===== src/hdl/rrs_pkg.sv =====
`default_nettype none
package rrs_pkg;

    localparam int MAX_WIDTH  = 64;
    localparam int MAX_HEIGHT = 64;
    localparam int DEPTH      = MAX_WIDTH * MAX_HEIGHT;
    localparam int ADDR_W     = (DEPTH > 1) ? $clog2(DEPTH) : 1;
    localparam int COL_W      = (MAX_WIDTH > 1) ? $clog2(MAX_WIDTH) : 1;
    localparam int ROW_W      = (MAX_HEIGHT > 1) ? $clog2(MAX_HEIGHT) : 1;
    localparam int DIMW_W     = $clog2(MAX_WIDTH + 1);
    localparam int DIMH_W     = $clog2(MAX_HEIGHT + 1);

    localparam int DIM_CFG_W   = 7;
    localparam int SPP_W       = 16;
    localparam int CFG_DATA_W  = 16;
    localparam int CFG_INDEX_W = 2;

    localparam int WIDTH_RESET   = 64;
    localparam int HEIGHT_RESET  = 64;
    localparam int SAMPLES_RESET = 1;

    localparam int COORD_W    = 17;
    localparam int COORD_FRAC = 16;
    localparam int RAD_W      = 32;
    localparam int ALPHA_W    = 17;
    localparam int BYTE_W     = 8;
    localparam int WORD_W     = 4 * BYTE_W;

    localparam int DIV_STEPS  = RAD_W;
    localparam int ROOT_STEPS = BYTE_W;
    localparam int STEP_W     = $clog2(DIV_STEPS);

    localparam logic [CFG_INDEX_W-1:0] CFG_WIDTH   = 2'd0;
    localparam logic [CFG_INDEX_W-1:0] CFG_HEIGHT  = 2'd1;
    localparam logic [CFG_INDEX_W-1:0] CFG_SAMPLES = 2'd2;

    typedef enum logic [1:0] {
        OP_RESOLVE = 2'd0,
        OP_RAW     = 2'd1,
        OP_READ    = 2'd2,
        OP_NONE    = 2'd3
    } op_t;

    typedef enum logic [3:0] {
        ST_CLEAR,
        ST_IDLE,
        ST_PREP,
        ST_ADDR,
        ST_DIV,
        ST_ROOT,
        ST_WRITE,
        ST_READ,
        ST_DONE
    } state_t;

    typedef struct packed {
        logic load;
        logic clear_step;
        logic prep;
        logic addr;
        logic div_step;
        logic root_step;
        logic write;
        logic read;
        logic out_load;
    } cmd_t;

    typedef struct packed {
        op_t  op;
        logic in_range;
        logic clear_last;
    } status_t;

endpackage
`default_nettype wire


===== src/hdl/rrs_ctrl.sv =====
`default_nettype none
module rrs_ctrl (
    input  wire logic              clk,
    input  wire logic              rst_n,
    input  wire logic              in_valid,
    output logic                   in_stall,
    output logic                   out_valid,
    input  wire logic              out_stall,
    input  wire rrs_pkg::status_t  status,
    output rrs_pkg::cmd_t          cmd
);

    rrs_pkg::state_t             state_reg, state_next;
    logic [rrs_pkg::STEP_W-1:0]  step_reg, step_next;
    logic                        out_valid_reg, out_valid_next;

    always_ff @(posedge clk or negedge rst_n)
    begin
        if (!rst_n)
        begin
            state_reg     <= rrs_pkg::ST_CLEAR;
            step_reg      <= '0;
            out_valid_reg <= 1'b0;
        end
        else
        begin
            state_reg     <= state_next;
            step_reg      <= step_next;
            out_valid_reg <= out_valid_next;
        end
    end

    always_comb
    begin
        state_next = state_reg;
        step_next  = step_reg;
        cmd        = '0;
        case (state_reg)
            rrs_pkg::ST_CLEAR:
            begin
                cmd.clear_step = 1'b1;
                if (status.clear_last)
                    state_next = rrs_pkg::ST_IDLE;
            end
            rrs_pkg::ST_IDLE:
            begin
                if (in_valid)
                begin
                    cmd.load   = 1'b1;
                    state_next = rrs_pkg::ST_PREP;
                end
            end
            rrs_pkg::ST_PREP:
            begin
                cmd.prep   = 1'b1;
                state_next = rrs_pkg::ST_ADDR;
            end
            rrs_pkg::ST_ADDR:
            begin
                cmd.addr  = 1'b1;
                step_next = '0;
                case (status.op)
                    rrs_pkg::OP_READ:
                        state_next = rrs_pkg::ST_READ;
                    rrs_pkg::OP_RESOLVE:
                        state_next = status.in_range ? rrs_pkg::ST_DIV : rrs_pkg::ST_DONE;
                    rrs_pkg::OP_RAW:
                        state_next = status.in_range ? rrs_pkg::ST_WRITE : rrs_pkg::ST_DONE;
                    default:
                        state_next = rrs_pkg::ST_DONE;
                endcase
            end
            rrs_pkg::ST_DIV:
            begin
                cmd.div_step = 1'b1;
                step_next    = step_reg + rrs_pkg::STEP_W'(1);
                if (step_reg == rrs_pkg::STEP_W'(rrs_pkg::DIV_STEPS - 1))
                begin
                    step_next  = '0;
                    state_next = rrs_pkg::ST_ROOT;
                end
            end
            rrs_pkg::ST_ROOT:
            begin
                cmd.root_step = 1'b1;
                step_next     = step_reg + rrs_pkg::STEP_W'(1);
                if (step_reg == rrs_pkg::STEP_W'(rrs_pkg::ROOT_STEPS - 1))
                begin
                    step_next  = '0;
                    state_next = rrs_pkg::ST_WRITE;
                end
            end
            rrs_pkg::ST_WRITE:
            begin
                cmd.write  = 1'b1;
                state_next = rrs_pkg::ST_DONE;
            end
            rrs_pkg::ST_READ:
            begin
                cmd.read   = 1'b1;
                state_next = rrs_pkg::ST_DONE;
            end
            rrs_pkg::ST_DONE:
            begin
                // hold until the output register is free
                if (!out_valid_reg || !out_stall)
                begin
                    cmd.out_load = 1'b1;
                    state_next   = rrs_pkg::ST_IDLE;
                end
            end
            default:
            begin
                state_next = rrs_pkg::ST_IDLE;
            end
        endcase
    end

    always_comb
    begin
        out_valid_next = out_valid_reg;
        if (cmd.out_load)
            out_valid_next = 1'b1;
        else if (out_valid_reg && !out_stall)
            out_valid_next = 1'b0;
    end

    assign in_stall  = state_reg != rrs_pkg::ST_IDLE;
    assign out_valid = out_valid_reg;

    a_one_at_a_time: assert property (@(posedge clk) disable iff (!rst_n)
        (in_valid && !in_stall) |=> in_stall)
        else $error("second request taken while one is in flight");

    a_div_then_root: assert property (@(posedge clk) disable iff (!rst_n)
        (state_reg == rrs_pkg::ST_DIV
         && step_reg == rrs_pkg::STEP_W'(rrs_pkg::DIV_STEPS - 1))
            |=> (state_reg == rrs_pkg::ST_ROOT && step_reg == '0))
        else $error("division did not hand over to the root steps");

    a_result_from_done: assert property (@(posedge clk) disable iff (!rst_n)
        $rose(out_valid_reg) |-> $past(state_reg == rrs_pkg::ST_DONE))
        else $error("result raised outside the completion state");

endmodule
`default_nettype wire


===== config.mk =====
export PLATFORM = sky130hd
export DESIGN_NAME = rrs_ctrl
export DESIGN_NICKNAME = d
export VERILOG_FILES = /design/src/hdl/rrs_pkg.sv /design/src/hdl/rrs_ctrl.sv
export SDC_FILE = /design/constraint.sdc
export NUM_CORES = 1
export LEC_CHECK = 0
export BUFFER_PORTS_ARGS = -buffer_cell sky130_fd_sc_hd__buf_2
export CORE_MARGIN = 2
export CORE_UTILIZATION = 28
export CTS_BUF_LIST = sky130_fd_sc_hd__clkbuf_16
export DETAILED_ROUTE_END_ITERATION = 12
export GPL_ROUTABILITY_DRIVEN = 0
export SLEW_MARGIN = 10
export SYNTH_ARGS = -nofsm -noshare
export SYNTH_HDL_FRONTEND = slang
export SYNTH_SLANG_ARGS = --single-unit

===== constraint.sdc =====
create_clock -name clk -period 4.24 [get_ports clk]
set_input_delay 0.424 -clock clk [delete_from_list [all_inputs] [get_ports clk]]
set_output_delay 0.424 -clock clk [all_outputs]
set_load 0.01 [all_outputs]

==> impl_results.md <==
* Synth cell types at 33
* WP data required at 3.82 ns
* Outcome: completed
* Fin cells at 124
* Die ar. at 2890 um2
* Ys async rst share at 100%
* Area contributors post-synth: dfrtp_1 36%, nand2_1 5.4%, nor2_1 4.9%
* Buf/Inv on CP at 1
* Clk pin slew, worst setup/hold paths at 0.04 ns
* CTS Hold Buffers Added at 0
* Worst Max-Slew Pin Slew at 0.516 ns
* Final nets at 105
* Number of synthesized flops with an enable pin at 0
* Port bufs at 18
* Area share of the largest cell type after synthesis at 36.0%
* Max-capacitance violation count at 0
* Post-synthesis sequential area ratio at 36.0%
* Area growth from synthesis to layout at 24.1%
* Rel. slew slack at 65.6%
* Die Ht at 53.8 um
* Antenna violations before repair at 0
* Pleak at 0.437 nW
* RSZ-0062 raised after global routing: no
* CP top delay family: simple AND/OR/NAND/NOR gates
* Count of warnings emitted by yosys at 0
* Vias in the first global route at 606
* Number of vias per cell at ~5
* DRT antenna net count at 0
* Clk Latency, worst-skew pair at 0.24 ns
* Pin count of the biggest net entering global routing at 15
* Type of the worst min-delay path: input port to asynchronous set/reset pin
* Synth Flop Type: dfrtp_1
* Placement Rows at 18
* Core ar. at 2410 um2
* Dpl cells at 120
* Overall power at 0.601 mW
* Routed length per instance at 13.1 um
* Post-Syn Instances at 77
* Dpl hpwl at about 1200 um
* GRT overflow at 0
* Starting DRT DRC Count at 11
* Routed WL at approximately 1600 um
* Setup Fix Bufs, Post-CTS at 0
* Worst path max stage delay at approximately 0.57 ns
* Die Wd at 53.8 um
* Total Routing Usage GR at roughly an eighth
* Cell area after synthesis at 694 um2
* Num Clock Sinks at 10
* Peak VDD IR at between 200 and 300 uV
* DRC Markers at 0
* Layout cells sized above 1 at 27.7%
* Synth top cells by count: 10 x dfrtp_1, 10 x nand2_1, 9 x nor2_1
* CTS H-tree depth at 1
* CTS resizes at 0
* Flop and latch count out of synthesis at 10
* Critical path, cell by cell: or4b_4 -> a21oi_1 -> buf_2
* Mapped Nets at 87
* TritonCTS buffer count at 3
* Post-synth top area cell: dfrtp_1
* Number of flip-flops in the largest register at 5
* Period utilization at 48.4%
* P per Cell Area at 697 nW/um2
* Vias at 621
* Initial core utilization at 28.8%
* CP Capture Type: output pin
* CTS max path bufs at 2
* Tmin final at 2.05 ns
* Setup TNS at 0 ns
* I/O pins at 19
* Slowest cell on the critical path: or4b_4
* Peak Freq at about 500 MHz
* Hold Vio Cnt, Final at 0
* Inserted Diodes at 0
* Skew final at 0.00119 ns
* First-pass GRT wire length at about 2700 um
* Clock root cell: clkbuf_16
* CP Class: flip-flop to output pin
* Critical Path Start Type: flip-flop
* Pre-antenna DRT Iters at 4
* Setup violations, final at 0
* Critical path data arrival time at 1.63 ns
* Final Max Slew Viols at 0
* Syn Area/Cell at 9.02 um2
* TritonCTS clock tree: done
* Crit Path Max Fanout at 13
power breakdown:
part | leakage [nW] | switching, mW | internal [mW]
sequential | 0.131 | 0.0733 | 0.127
combinational | 0.267 | 0.124 | 0.110
clock | 0.0385 | 0.0434 | 0.124
per-stage QoR:
stage | cell area, um2 | hold slack (ns) | util [%] | setup WS, ns
floorplan | 694 | 0.128 | - | 2.51
global placement | 783 | 0.299 | 32.5 | 2.45
detailed placement | 783 | 0.299 | 32.5 | 2.37
CTS | 862 | 0.0526 | 35.8 | 2.18
global route | 862 | 0.0551 | 35.8 | 2.09
finish | 862 | 0.0440 | 35.8 | 2.19
cells in the final DEF, fill, tap and decap left out, drive strengths merged, types with 3 or more instances in the layout:
cell type / netlist / layout
o21ai: 3 / 3
clkbuf: 1 / 3
a21oi: 4 / 4
nand3b: 3 / 3
nor2: 9 / 9
dfrtp: 10 / 10
inv: 4 / 4
buf: 4 / 18
nand2b: 3 / 3
nand2: 10 / 10
final cells by class:
cell class / instances / area [um2]
multi-input cells: 58 / 390
flip-flops and latches: 10 / 250
clock inverters: 1 / 3.75
repair buffers: 18 / 90.1
fillers: 251 / 1550
clock buffers: 3 / 75.1
well taps: 30 / 37.5
inverters: 4 / 15.0
worst paths after layout:
check / from / endpoint / slack (ns) / depth (start not counted)
hold reg to reg: out_valid / out_valid / 0.51 / 2
hold / removal: rst_n / step_reg[2] / 0.04 / 1
min in group clk: out_stall / out_valid / 0.41 / 3
setup / recovery: state_reg[0] / cmd[0] / 2.19 / 3
max in group asynchronous: rst_n / step_reg[4] / 4.00 / 1
setup reg to reg: step_reg[0] / state_reg[0] / 2.35 / 6
per-layer routing:
| layer | global-route usage [%] | vias to the layer above | share of wire [%] | wire [um] |
|---|---|---|---|---|
| met5 | 0 | - | 0 | 0 |
| met4 | 5.98 | 0 | 1.5 | 24 |
| met3 | 1.94 | 3 | 4.8 | 78 |
| met2 | 20.1 | 21 | 43 | 702 |
| met1 | 17.1 | 290 | 50 | 817 |
| li1 | - | 307 | - | - |
worst reg2reg max path, cell delays in order, from the launching register on:
cell      delay (ns)
dfrtp_1         0.42
ha_1            0.26
and3_1          0.19
ha_1            0.22
o32ai_4         0.34
nand3b_2        0.20
mux2i_1         0.18
logic make-up after synthesis:
family	synth area share [%]
fa+ha+maj	3.60
buf+inv	7.75
mux	2.88
compound gates	18.2
flops	36.0
xor+xnor	1.26
simple gates	30.3
Note: power is estimated with default switching activity, not from simulation.
